**config.mk**
```make
export PLATFORM = sky130hd
export DESIGN_NAME = thread_control_table
export DESIGN_NICKNAME = d
export VERILOG_FILES = /design/src/rtl/tct_pkg.sv /design/src/rtl/thread_control_table.sv /design/src/rtl/tct_ctrl.sv /design/src/rtl/tct_dp.sv
export SDC_FILE = /design/constraint.sdc
export NUM_CORES = 1
export LEC_CHECK = 0
export BUFFER_PORTS_ARGS = -buffer_cell sky130_fd_sc_hd__buf_4
export CORE_MARGIN = 1
export CORE_UTILIZATION = 55
export CTS_BUF_LIST = sky130_fd_sc_hd__clkbuf_8
export DETAILED_ROUTE_END_ITERATION = 7
export PLACE_DENSITY = 0.77
export SETUP_SLACK_MARGIN = 0.3
export SYNTH_ARGS = -nofsm -noshare
export SYNTH_HDL_FRONTEND = slang
export SYNTH_SLANG_ARGS = --single-unit
```
**constraint.sdc**
```tcl
create_clock -name i_clk -period 2.9 [get_ports i_clk]
set_clock_uncertainty 0.2 [all_clocks]
set_input_delay 0.145 -clock i_clk [delete_from_list [all_inputs] [get_ports i_clk]]
set_output_delay 0.145 -clock i_clk [all_outputs]
set_load 0.03 [all_outputs]
```
**src/rtl/tct_pkg.sv**
```systemverilog
`timescale 1ns / 1ps

package tct_pkg;

    // Default sizes
    localparam int TCT_DEPTH_DEF    = 16;
    localparam int TCT_ID_WIDTH_DEF = 16;

    // Field widths
    localparam int OP_W     = 3;
    localparam int TID_W    = 16;
    localparam int PRIO_W   = 2;
    localparam int WORD_W   = 32;
    localparam int STATUS_W = 3;
    localparam int TSTATE_W = 2;

    // Request codes
    localparam logic [OP_W-1:0] OP_CREATE    = 3'd0;
    localparam logic [OP_W-1:0] OP_DELETE    = 3'd1;
    localparam logic [OP_W-1:0] OP_ACTIVATE  = 3'd2;
    localparam logic [OP_W-1:0] OP_TERMINATE = 3'd3;
    localparam logic [OP_W-1:0] OP_QUERY     = 3'd4;

    // Status codes
    localparam logic [STATUS_W-1:0] ST_OK        = 3'd0;
    localparam logic [STATUS_W-1:0] ST_BAD_ID    = 3'd1;
    localparam logic [STATUS_W-1:0] ST_BAD_STATE = 3'd2;
    localparam logic [STATUS_W-1:0] ST_FULL      = 3'd3;
    localparam logic [STATUS_W-1:0] ST_BAD_PARAM = 3'd4;

    // Thread states
    localparam logic [TSTATE_W-1:0] TS_DEAD  = 2'd0;
    localparam logic [TSTATE_W-1:0] TS_READY = 2'd1;

    // Controller to datapath
    typedef struct packed {
        logic load;    // capture request, restart scan
        logic reject;  // bad parameter, no table access
        logic scan;    // issue next slot read
        logic commit;  // act on the slot under compare
        logic miss;    // scan ran out
        logic emit;    // move result to output register
    } t_dp_cmd;

    // Datapath to controller
    typedef struct packed {
        logic pre_bad; // unknown request or zero entry on create
        logic hit;     // slot under compare is the one sought
        logic last;    // slot under compare is the final one
    } t_dp_sts;

endpackage

```
**src/rtl/thread_control_table.sv**
```systemverilog
`timescale 1ns / 1ps

// Thread control table. Holds TABLE_DEPTH thread entries (id, priority,
// stack size, entry address, parameter word, state) and serves one request
// at a time: create, delete, activate, terminate or query state. Every
// request yields exactly one result with a status code and, for a query,
// the thread state. Create takes the lowest free slot; the others act on
// the lowest valid slot whose id matches (low ID_WIDTH bits of the id).
// Timing: a request walks the table one slot per cycle through a single
// read port, stopping at the first slot that answers it or at the last
// slot. A rejected request (unknown code, or create with zero entry
// address) skips the scan. A new request is accepted once the previous one
// has moved into the output register, even if that result is still stalled.
// Of the table, only the valid bits are reset; no clearing pass is needed.
module thread_control_table import tct_pkg::*; #(
    parameter int TABLE_DEPTH = TCT_DEPTH_DEF,
    parameter int ID_WIDTH    = TCT_ID_WIDTH_DEF
) (
    input  logic                i_clk,
    input  logic                i_rst_n,
    // request channel
    input  logic                i_in_valid,
    output logic                o_in_stall,
    input  logic [OP_W-1:0]     i_operation,
    input  logic [TID_W-1:0]    i_thread_id,
    input  logic [PRIO_W-1:0]   i_priority_req,
    input  logic [WORD_W-1:0]   i_stack_size,
    input  logic [WORD_W-1:0]   i_entry_address,
    input  logic [WORD_W-1:0]   i_param_value,
    // result channel
    output logic                o_out_valid,
    input  logic                i_out_stall,
    output logic [STATUS_W-1:0] o_status,
    output logic [TSTATE_W-1:0] o_thread_state
);

    t_dp_cmd w_cmd;
    t_dp_sts w_sts;

    // Sequencer: accept, decide, scan, deliver
    tct_ctrl u_ctrl (
        .i_clk       (i_clk),
        .i_rst_n     (i_rst_n),
        .i_in_valid  (i_in_valid),
        .o_in_stall  (o_in_stall),
        .o_out_valid (o_out_valid),
        .i_out_stall (i_out_stall),
        .i_sts       (w_sts),
        .o_cmd       (w_cmd)
    );

    // Table storage, slot compare and result registers
    tct_dp #(
        .TABLE_DEPTH (TABLE_DEPTH),
        .ID_WIDTH    (ID_WIDTH)
    ) u_dp (
        .i_clk           (i_clk),
        .i_rst_n         (i_rst_n),
        .i_cmd           (w_cmd),
        .o_sts           (w_sts),
        .i_operation     (i_operation),
        .i_thread_id     (i_thread_id),
        .i_priority_req  (i_priority_req),
        .i_stack_size    (i_stack_size),
        .i_entry_address (i_entry_address),
        .i_param_value   (i_param_value),
        .o_status        (o_status),
        .o_thread_state  (o_thread_state)
    );

endmodule

```
**src/rtl/tct_ctrl.sv**
```systemverilog
`timescale 1ns / 1ps

module tct_ctrl import tct_pkg::*; (
    input  logic    i_clk,
    input  logic    i_rst_n,
    input  logic    i_in_valid,
    output logic    o_in_stall,
    output logic    o_out_valid,
    input  logic    i_out_stall,
    input  t_dp_sts i_sts,
    output t_dp_cmd o_cmd
);

    typedef enum logic [1:0] {
        S_IDLE,
        S_DECIDE,
        S_SCAN,
        S_FINISH
    } t_state;

    t_state r_state;
    t_state n_state;
    logic   r_out_valid;
    logic   n_out_valid;
    logic   w_out_free;

    assign o_in_stall  = (r_state != S_IDLE);
    assign o_out_valid = r_out_valid;
    assign w_out_free  = !r_out_valid || !i_out_stall;

    always_comb begin
        o_cmd       = '0;
        n_state     = r_state;
        n_out_valid = r_out_valid && i_out_stall;
        unique case (r_state)
            S_IDLE: begin
                if (i_in_valid) begin
                    o_cmd.load = 1'b1;
                    n_state    = S_DECIDE;
                end
            end
            S_DECIDE: begin
                if (i_sts.pre_bad) begin
                    o_cmd.reject = 1'b1;
                    n_state      = S_FINISH;
                end else begin
                    n_state = S_SCAN;
                end
            end
            S_SCAN: begin
                o_cmd.scan = 1'b1;
                if (i_sts.hit) begin
                    o_cmd.commit = 1'b1;
                    n_state      = S_FINISH;
                end else if (i_sts.last) begin
                    o_cmd.miss = 1'b1;
                    n_state    = S_FINISH;
                end
            end
            S_FINISH: begin
                if (w_out_free) begin
                    o_cmd.emit  = 1'b1;
                    n_out_valid = 1'b1;
                    n_state     = S_IDLE;
                end
            end
            default: n_state = S_IDLE;
        endcase
    end

    always_ff @(posedge i_clk) begin
        if (!i_rst_n) begin
            r_state     <= S_IDLE;
            r_out_valid <= 1'b0;
        end else begin
            r_state     <= n_state;
            r_out_valid <= n_out_valid;
        end
    end

    a_accept_to_decide: assert property (@(posedge i_clk) disable iff (!i_rst_n)
        (i_in_valid && !o_in_stall) |=> (r_state == S_DECIDE))
        else $error("accepted request did not move to decide");

    a_result_held: assert property (@(posedge i_clk) disable iff (!i_rst_n)
        (r_out_valid && i_out_stall) |=> r_out_valid)
        else $error("stalled result dropped");

    a_scan_end: assert property (@(posedge i_clk) disable iff (!i_rst_n)
        (r_state == S_SCAN && (i_sts.hit || i_sts.last)) |=> (r_state == S_FINISH))
        else $error("scan did not finish at hit or last slot");

    a_emit_free: assert property (@(posedge i_clk) disable iff (!i_rst_n)
        o_cmd.emit |-> w_out_free)
        else $error("result emitted over a pending one");

endmodule

```
**src/rtl/tct_dp.sv**
```systemverilog
`timescale 1ns / 1ps

module tct_dp import tct_pkg::*; #(
    parameter int TABLE_DEPTH = TCT_DEPTH_DEF,
    parameter int ID_WIDTH    = TCT_ID_WIDTH_DEF
) (
    input  logic                i_clk,
    input  logic                i_rst_n,
    input  t_dp_cmd             i_cmd,
    output t_dp_sts             o_sts,
    input  logic [OP_W-1:0]     i_operation,
    input  logic [TID_W-1:0]    i_thread_id,
    input  logic [PRIO_W-1:0]   i_priority_req,
    input  logic [WORD_W-1:0]   i_stack_size,
    input  logic [WORD_W-1:0]   i_entry_address,
    input  logic [WORD_W-1:0]   i_param_value,
    output logic [STATUS_W-1:0] o_status,
    output logic [TSTATE_W-1:0] o_thread_state
);

    localparam int IDX_W = $clog2(TABLE_DEPTH);
    localparam logic [IDX_W-1:0] IDX_LAST = IDX_W'(TABLE_DEPTH - 1);

    // Table: valid bits in flops, the rest in memory
    logic                r_valid     [TABLE_DEPTH];
    logic [ID_WIDTH-1:0] r_mem_id    [TABLE_DEPTH];
    logic [TSTATE_W-1:0] r_mem_state [TABLE_DEPTH];
    logic [PRIO_W-1:0]   r_mem_prio  [TABLE_DEPTH];
    logic [WORD_W-1:0]   r_mem_stack [TABLE_DEPTH];
    logic [WORD_W-1:0]   r_mem_entry [TABLE_DEPTH];
    logic [WORD_W-1:0]   r_mem_param [TABLE_DEPTH];

    // Captured request
    logic [OP_W-1:0]     r_req_op;
    logic [ID_WIDTH-1:0] r_req_id;
    logic [PRIO_W-1:0]   r_req_prio;
    logic [WORD_W-1:0]   r_req_stack;
    logic [WORD_W-1:0]   r_req_entry;
    logic [WORD_W-1:0]   r_req_param;

    // Scan pipe: address, then registered read and compare
    logic [IDX_W-1:0]    r_idx;
    logic [IDX_W-1:0]    r_cmp_idx;
    logic                r_cmp_vld;
    logic                r_rd_valid;
    logic [ID_WIDTH-1:0] r_rd_id;
    logic [TSTATE_W-1:0] r_rd_state;

    logic [STATUS_W-1:0] r_res_status;
    logic [TSTATE_W-1:0] r_res_tstate;
    logic [STATUS_W-1:0] n_res_status;
    logic [TSTATE_W-1:0] n_res_tstate;

    logic [2*TID_W-1:0]  w_id_ext;
    logic                w_is_create;
    logic                w_rd_dead;
    logic                w_st_we;
    logic [TSTATE_W-1:0] w_st_wdata;
    logic                w_vld_set;
    logic                w_vld_clr;

    assign w_id_ext    = {{TID_W{1'b0}}, i_thread_id};
    assign w_is_create = (r_req_op == OP_CREATE);
    assign w_rd_dead   = (r_rd_state == TS_DEAD);

    assign o_sts.pre_bad = (r_req_op > OP_QUERY) || (w_is_create && (r_req_entry == '0));
    assign o_sts.hit     = r_cmp_vld && (w_is_create ? !r_rd_valid
                                                     : (r_rd_valid && (r_rd_id == r_req_id)));
    assign o_sts.last    = r_cmp_vld && (r_cmp_idx == IDX_LAST);

    // Action on the slot found
    always_comb begin
        n_res_status = ST_OK;
        n_res_tstate = TS_DEAD;
        w_st_we      = 1'b0;
        w_st_wdata   = TS_DEAD;
        w_vld_set    = 1'b0;
        w_vld_clr    = 1'b0;
        unique case (r_req_op)
            OP_CREATE: begin
                w_st_we   = 1'b1;
                w_vld_set = 1'b1;
            end
            OP_DELETE: begin
                if (w_rd_dead) w_vld_clr = 1'b1;
                else           n_res_status = ST_BAD_STATE;
            end
            OP_ACTIVATE: begin
                if (w_rd_dead) begin
                    w_st_we    = 1'b1;
                    w_st_wdata = TS_READY;
                end else begin
                    n_res_status = ST_BAD_STATE;
                end
            end
            OP_TERMINATE: begin
                if (!w_rd_dead) w_st_we = 1'b1;
                else            n_res_status = ST_BAD_STATE;
            end
            OP_QUERY: n_res_tstate = r_rd_state;
            default:  n_res_status = ST_BAD_PARAM;
        endcase
    end

    always_ff @(posedge i_clk) begin
        if (!i_rst_n) begin
            for (int k = 0; k < TABLE_DEPTH; k++) r_valid[k] <= 1'b0;
            r_cmp_vld <= 1'b0;
        end else begin
            if (i_cmd.load) begin
                r_cmp_vld <= 1'b0;
            end else if (i_cmd.scan) begin
                r_cmp_vld <= 1'b1;
            end
            if (i_cmd.commit && w_vld_set) r_valid[r_cmp_idx] <= 1'b1;
            if (i_cmd.commit && w_vld_clr) r_valid[r_cmp_idx] <= 1'b0;
        end
    end

    always_ff @(posedge i_clk) begin
        if (i_cmd.load) begin
            r_req_op    <= i_operation;
            r_req_id    <= w_id_ext[ID_WIDTH-1:0];
            r_req_prio  <= i_priority_req;
            r_req_stack <= i_stack_size;
            r_req_entry <= i_entry_address;
            r_req_param <= i_param_value;
            r_idx       <= '0;
        end else if (i_cmd.scan) begin
            r_idx <= r_idx + 1'b1;
        end
        if (i_cmd.scan) begin
            r_cmp_idx  <= r_idx;
            r_rd_valid <= r_valid[r_idx];
            r_rd_id    <= r_mem_id[r_idx];
            r_rd_state <= r_mem_state[r_idx];
        end
    end

    // Memory writes
    always_ff @(posedge i_clk) begin
        if (i_cmd.commit && w_is_create) begin
            r_mem_id[r_cmp_idx]    <= r_req_id;
            r_mem_prio[r_cmp_idx]  <= r_req_prio;
            r_mem_stack[r_cmp_idx] <= r_req_stack;
            r_mem_entry[r_cmp_idx] <= r_req_entry;
            r_mem_param[r_cmp_idx] <= r_req_param;
        end
        if (i_cmd.commit && w_st_we) r_mem_state[r_cmp_idx] <= w_st_wdata;
    end

    always_ff @(posedge i_clk) begin
        priority if (i_cmd.reject) begin
            r_res_status <= ST_BAD_PARAM;
            r_res_tstate <= TS_DEAD;
        end else if (i_cmd.commit) begin
            r_res_status <= n_res_status;
            r_res_tstate <= n_res_tstate;
        end else if (i_cmd.miss) begin
            r_res_status <= w_is_create ? ST_FULL : ST_BAD_ID;
            r_res_tstate <= TS_DEAD;
        end
        if (i_cmd.emit) begin
            o_status       <= r_res_status;
            o_thread_state <= r_res_tstate;
        end
    end

    a_commit_on_hit: assert property (@(posedge i_clk) disable iff (!i_rst_n)
        i_cmd.commit |-> (r_cmp_vld && o_sts.hit))
        else $error("commit without a matching slot");

    a_scan_order: assert property (@(posedge i_clk) disable iff (!i_rst_n)
        (i_cmd.scan && !i_cmd.load) ##1 (i_cmd.scan && r_cmp_vld && $past(r_cmp_vld))
        |-> (r_cmp_idx == $past(r_cmp_idx) + 1'b1))
        else $error("scan skipped a slot");

    a_miss_at_end: assert property (@(posedge i_clk) disable iff (!i_rst_n)
        i_cmd.miss |-> o_sts.last)
        else $error("miss before the last slot");

endmodule
```
* Yosys cells after proc, flatten, opt, wreduce, memory -nomap -nowiden *
Memory sizes are Yosys's and may differ from the RTL's. A register that Yosys moved wholly into a read port is not among the register bits.
Cells that the tools add are included.

word-level totals
  memories = 3
  output and inout port bits = 7
  word-level logic and storage cells = 106
  memory bits (writable) = 304
  register bits = 73
  input port bits = 121

memory list
  memory            words  bits a word  read ports  clocked after Yosys merged registers in  wr ports  RTL line      RTL
  u_dp.r_mem_id     16     16           1           1                                        1         tct_dp.sv:26  logic [ID_WIDTH-1:0] r_mem_id [TABLE_DEPTH];
  u_dp.r_mem_state  16     2            1           1                                        1         tct_dp.sv:27  logic [TSTATE_W-1:0] r_mem_state [TABLE_DEPTH];
  u_dp.r_valid      16     1            1           1                                        16        tct_dp.sv:25  logic r_valid [TABLE_DEPTH];

operators by class
  magnitude comparators = 1
  eq/ne operators = 12
  bitwise gates (word level) = 2
  reductions and logical operators = 25
  add/subtract/negate cells = 1
  multiplexer cells = 50

operators by type and width
  operator                                                                 number
  32-bit zero test                                                         1
  1-bit 2-to-1 mux                                                         32
  2-bit 2-to-1 mux                                                         11
  16-bit equality test                                                     1
  1-bit logical AND                                                        9
  3-bit 2-to-1 mux                                                         3
  3-bit case mux with 3 select lines                                       1
  2-bit case mux with 4 select lines                                       1
  3-bit by 2-bit equality test with 1-bit output, second input constant    2
  2-bit OR reduction                                                       3
  4-bit by 1-bit adder with 4-bit output, second input constant            1
  2-bit equality test, second input constant                               2
  4-bit equality test, second input constant                               1
  2-bit zero test                                                          2
  4-bit 2-to-1 mux                                                         1
  2-bit nonzero test                                                       2
  3-bit by 1-bit equality test with 1-bit output, second input constant    1
  3-bit equality test, second input constant                               1
  3-bit > comparator, second input constant                                1
  1-bit zero test                                                          3
  3-bit zero test                                                          1
  3-bit by 1-bit inequality test with 1-bit output, second input constant  1
  1-bit case mux with 3 select lines                                       1
  3-bit AND reduction                                                      1
  other kinds (7)                                                          8

* Logic depth before layout (Yosys ltp) *
  depth in word-level cells = 13
  mapped depth = 8
  depth with buffers taken out = 8

* Modules after synthesis *
A second synthesis with hierarchy kept.

second synthesis, totals
  cell total of the unflattened synthesis = 717
  area total of the unflattened synthesis = 14482.6 µm²

modules (own cells, without submodules)
  module    area each (µm²)  instances  cells an instance  sequential area each (µm²)
  tct_dp    14212.4          1          687                10980.5
  tct_ctrl  270.3            1          30                 60.1

* Least setup slack after synthesis *
Ideal clock, no wire load.

  kind = register -> register
  start = register u_ctrl.r_state[0]
  end = memory u_dp.r_mem_id[15][0] (netlist bit) (enable)
  library setup time = 0.390 ns
  buffers on the path = 2
  stages on the path, launching flop included = 7
  clock period less this slack = 3.150 ns
  data arrival time = 2.560 ns
  setup slack = -0.250 ns
  required time = 2.310 ns
  path through = dfxtp_1 inv_1 ha_1 buf_2 nand3_1 buf_2 nor2_1

on the way
  word-level cells in the longest chain between the ends = 5

RTL lines
  item                                    RTL line        RTL
  from (decl)                             tct_ctrl.sv:21  t_state r_state;
  from (signal assigned)                  tct_ctrl.sv:76  r_state <= n_state;
  2-bit equality test                     tct_ctrl.sv:35  unique case (r_state)
  3-bit 2-to-1 mux                        tct_ctrl.sv:35
  1-bit logical AND                       tct_dp.sv:142   if (i_cmd.commit && w_is_create) begin
  1-bit 2-to-1 mux                        n/a
  1-bit 2-to-1 mux (implied by the code)  tct_dp.sv:143   r_mem_id[r_cmp_idx] <= r_req_id;
  to (decl)                               tct_dp.sv:26

Every way passes these cells.

==> reports/metrics.yaml <==
setup_path:
  r2r_setup_slack_ns: 0.28
  arrival_ns: 2.71
  path_class: "reg2reg"
  reg2reg_from: "u_dp.r_req_id[5]"
  reg2regPathDepth: 6
  r2r-end: "u_dp.r_mem_state[1]"
  startpoint_type: "flop"
  critPathCaptureType: "flop"
  worstPathMaxFanout: 8
  crit_required_ns: 2.99
power_and_ir_drop:
  combPwrFrac: 0.170
  cellPowerDensity_nw_per_um2: 754
  swShare: 0.259
  leakage_nw: 5.69
  power_switching_mw: 3.42
  p_seq_frac: 0.517
  cellInternalPower_mw: 9.75
  ir_drop_uv: 729
  pwr-share-clk: 0.313
layout:
  finalNetCount: 1031
  fillCellCount: 1479
  drive_above_1_share: 0.346
  multiInputGateArea_um2: 3370
  ff_latch_area_um2: 11000
  layout_common_cells: "edfxtp_1, buf_4, mux4_2, clkbuf_8, dlygate4sd3_1"
  area_delta_synth_final_pct: 20.8
  design_area_um2: 17500
  final_common_cell: "edfxtp_1"
  diodes: 0
  fin_util: 0.686
grt:
  grt_remaining_overflow: 0
  grt_pass1_wl_um: 47200
  grt_pass1_vias: 8069
  grt_use_total: 0.244
  antenna_found_initial: 0
  grt_max_degree: 44
sta:
  worstMarginPinSlew_ns: 0.680
  setup_viol: 0
  holdWs_ns: 0.0310
  rsz0062_at_grt: "true"
  period_share: 0.903
  slew_headroom: 0.545
  fmax_ghz: 0.382
  hold_viol_final: 0
  final.setup.tns_ns: 0
  maxSlewViolCount: 0
  period_minus_slack_ns: 2.62
  timing.final.ws_setup_ns: 0.281
clocking:
  cts-root-buf: "clkbuf_8"
  clk_latency_ns: 0.59
  cts_made_buffers: 56
  clk_pin_slew_ns: 0.07
  htree_levels: 2
  cts_tree: "yes"
  cts_sinks: 377
  clk_path_buf_depth: 3
floorplan:
  ios: 128
  fp.dieW_um: 164
  core_um2: 25500
  die-area_um2: 26900
  start_util: 0.568
  die_h_um: 164
  rows: 58
outcome:
  outcome: "finished clean"
routing:
  wl_um: 32200
  route.detailed.drc: 0
  vias_per_cell: 6.12
  dr.pass1.iters: 5
  drt-initial-drc-count: 905
  antenna_left: 0
  num_vias: 7790
  avgRoutedWirePerCell_um: 25.3
synth:
  ys.flop_type: "edfxtp_1"
  async_flop_share: 0
  ys_warn_count: 0
  avgSynthCellArea_um2: 20.4
  seq_area_frac_synth: 0.764
  postSynthCellCount: 708
  synthesis.area_um2: 14500
  synth_fp_nets: 835
  synthDistinctLibCells: 41
  ys_seq_elements: 377
  synth_edf_count: 349
job:
  drv_cap: 0
placement:
  finalWeightedCongestion: 0.839
  portBuffers: 60
  hpwl_um: 17300
  post_dp_cell_area_um2: 15600
  dp_slack_ns: 0.00666
min_path:
  hold_path.class: "in2reg"
  hp-start: "i_in_valid"
  holdPathEnd: "u_dp.r_cmp_vld"
  hold_depth: 3
power by group through the flow:
stage / registers, mW / clock network [mW] / logic (mW)
after floorplan: 6.87 / 0 / 1.33
after global placement: 6.91 / 0 / 1.87
after detailed placement: 6.95 / 0 / 1.97
after CTS: 6.79 / 4.17 / 2.12
after global routing: 6.84 / 4.38 / 2.39
final: 6.81 / 4.12 / 2.23
layout make-up:
cell class | count | area share
multi-input combinational | 288 | 0.193
timing repair buffer | 177 | 0.0893
inverter | 4 | 0.000859
tap | 330 | 0.0236
clock inverter | 33 | 0.0109
clock buffer | 64 | 0.0504
sequential | 377 | 0.632
through the flow:
step / power (mW) / instances
floorplan: 8.20 / 708
global placement: 8.78 / 1103
detailed placement: 8.91 / 1103
CTS: 13.1 / 1260
global route: 13.6 / 1273
finish: 13.2 / 1273
cell usage after synthesis (3+ instances only):
| cell type | instances | area share |
|---|---|---|
| a21oi_1 | 7 | 0.0024 |
| a31oi_1 | 11 | 0.0048 |
| a41oi_1 | 6 | 0.0036 |
| buf_2 | 16 | 0.0055 |
| clkbuf_1 | 21 | 0.0055 |
| dfxtp_1 | 28 | 0.039 |
| edfxtp_1 | 349 | 0.72 |
| ha_1 | 6 | 0.0052 |
| inv_1 | 4 | 0.0010 |
| mux2i_1 | 3 | 0.0021 |
| mux4_2 | 90 | 0.14 |
| nand2_1 | 16 | 0.0042 |
| nand3_1 | 16 | 0.0055 |
| nand4_1 | 7 | 0.0030 |
| nor2_1 | 46 | 0.012 |
| nor2b_1 | 6 | 0.0026 |
| nor3_1 | 3 | 0.0010 |
| nor4_1 | 8 | 0.0035 |
| o21ai_0 | 21 | 0.0073 |
| xnor2_1 | 18 | 0.011 |
| xor2_1 | 3 | 0.0018 |
registers in the layout, summed over array words and instances, names as in the netlist:
signal,count
u_dp.r_mem_id,256
u_dp.r_rd_id,16
u_dp.r_rd_valid,1
u_dp.r_req_id,16
u_dp.r_valid,16
u_ctrl.r_state,2
u_dp.r_idx,4
u_dp.r_mem_state,16
u_dp.r_rd_state,1
u_dp.r_res_tstate,1
u_dp.r_cmp_idx,4
u_dp.r_req_op,3
u_dp.r_res_status,3
u_dp.r_cmp_vld,1
u_dp.o_thread_state,1
u_ctrl.o_out_valid,1
u_dp.o_status,3
u_dp.r_req_entry,32
worst max-delay path by stage:
stage,from,end,cells after the start
floorplan,u_ctrl.r_state[0],u_dp.r_mem_id[10][0],6
global placement,u_dp.r_req_id[14],u_dp.r_mem_state[13],6
detailed placement,u_dp.r_req_id[4],u_dp.r_mem_state[13],6
CTS,u_dp.r_req_id[0],u_dp.r_mem_state[13],6
global route,u_dp.r_req_id[14],u_dp.r_mem_state[2],7
finish,u_dp.r_req_id[5],u_dp.r_mem_state[1],6
worst max-delay path, cell delays in order (launching register included):
cell and delay, ns:
edfxtp_1 0.44, xnor2_1 0.26, nand4_1 0.23, nor3_2 0.21
nand2_2 0.12, a2111o_2 0.62, nor2_2 0.23
what timing repair did:
item | 4_1_cts | 5_1_grt
pin swaps | 4 | 3
gates cloned | 0 | 1
hold buffers | 54 | 0
endpoints found under the hold margin | 75 | 0
setup buffers | 6 | 12
endpoints found under the setup margin | 33 | 97
resized for setup | 2 | 23
cell families after synthesis:
logic type,count (synthesis),share of synthesized area
mux,94,0.143
xor+xnor,21,0.0127
fa+ha+maj,6,0.00519
buf+inv,44,0.0141
compound gates,52,0.0237
flops,377,0.764
simple gates,113,0.0374
other cells,1,0.000259
layer usage:
| metal | global-route usage | routed length, µm | up-vias |
|---|---|---|---|
| met5 | 0 | 0 | - |
| met4 | 0.108 | 1070 | 0 |
| met3 | 0.0528 | 2690 | 85 |
| met2 | 0.409 | 16500 | 436 |
| met1 | 0.306 | 12000 | 3970 |
| li1 | - | - | 3299 |
Power figures use the tool's default switching activity.
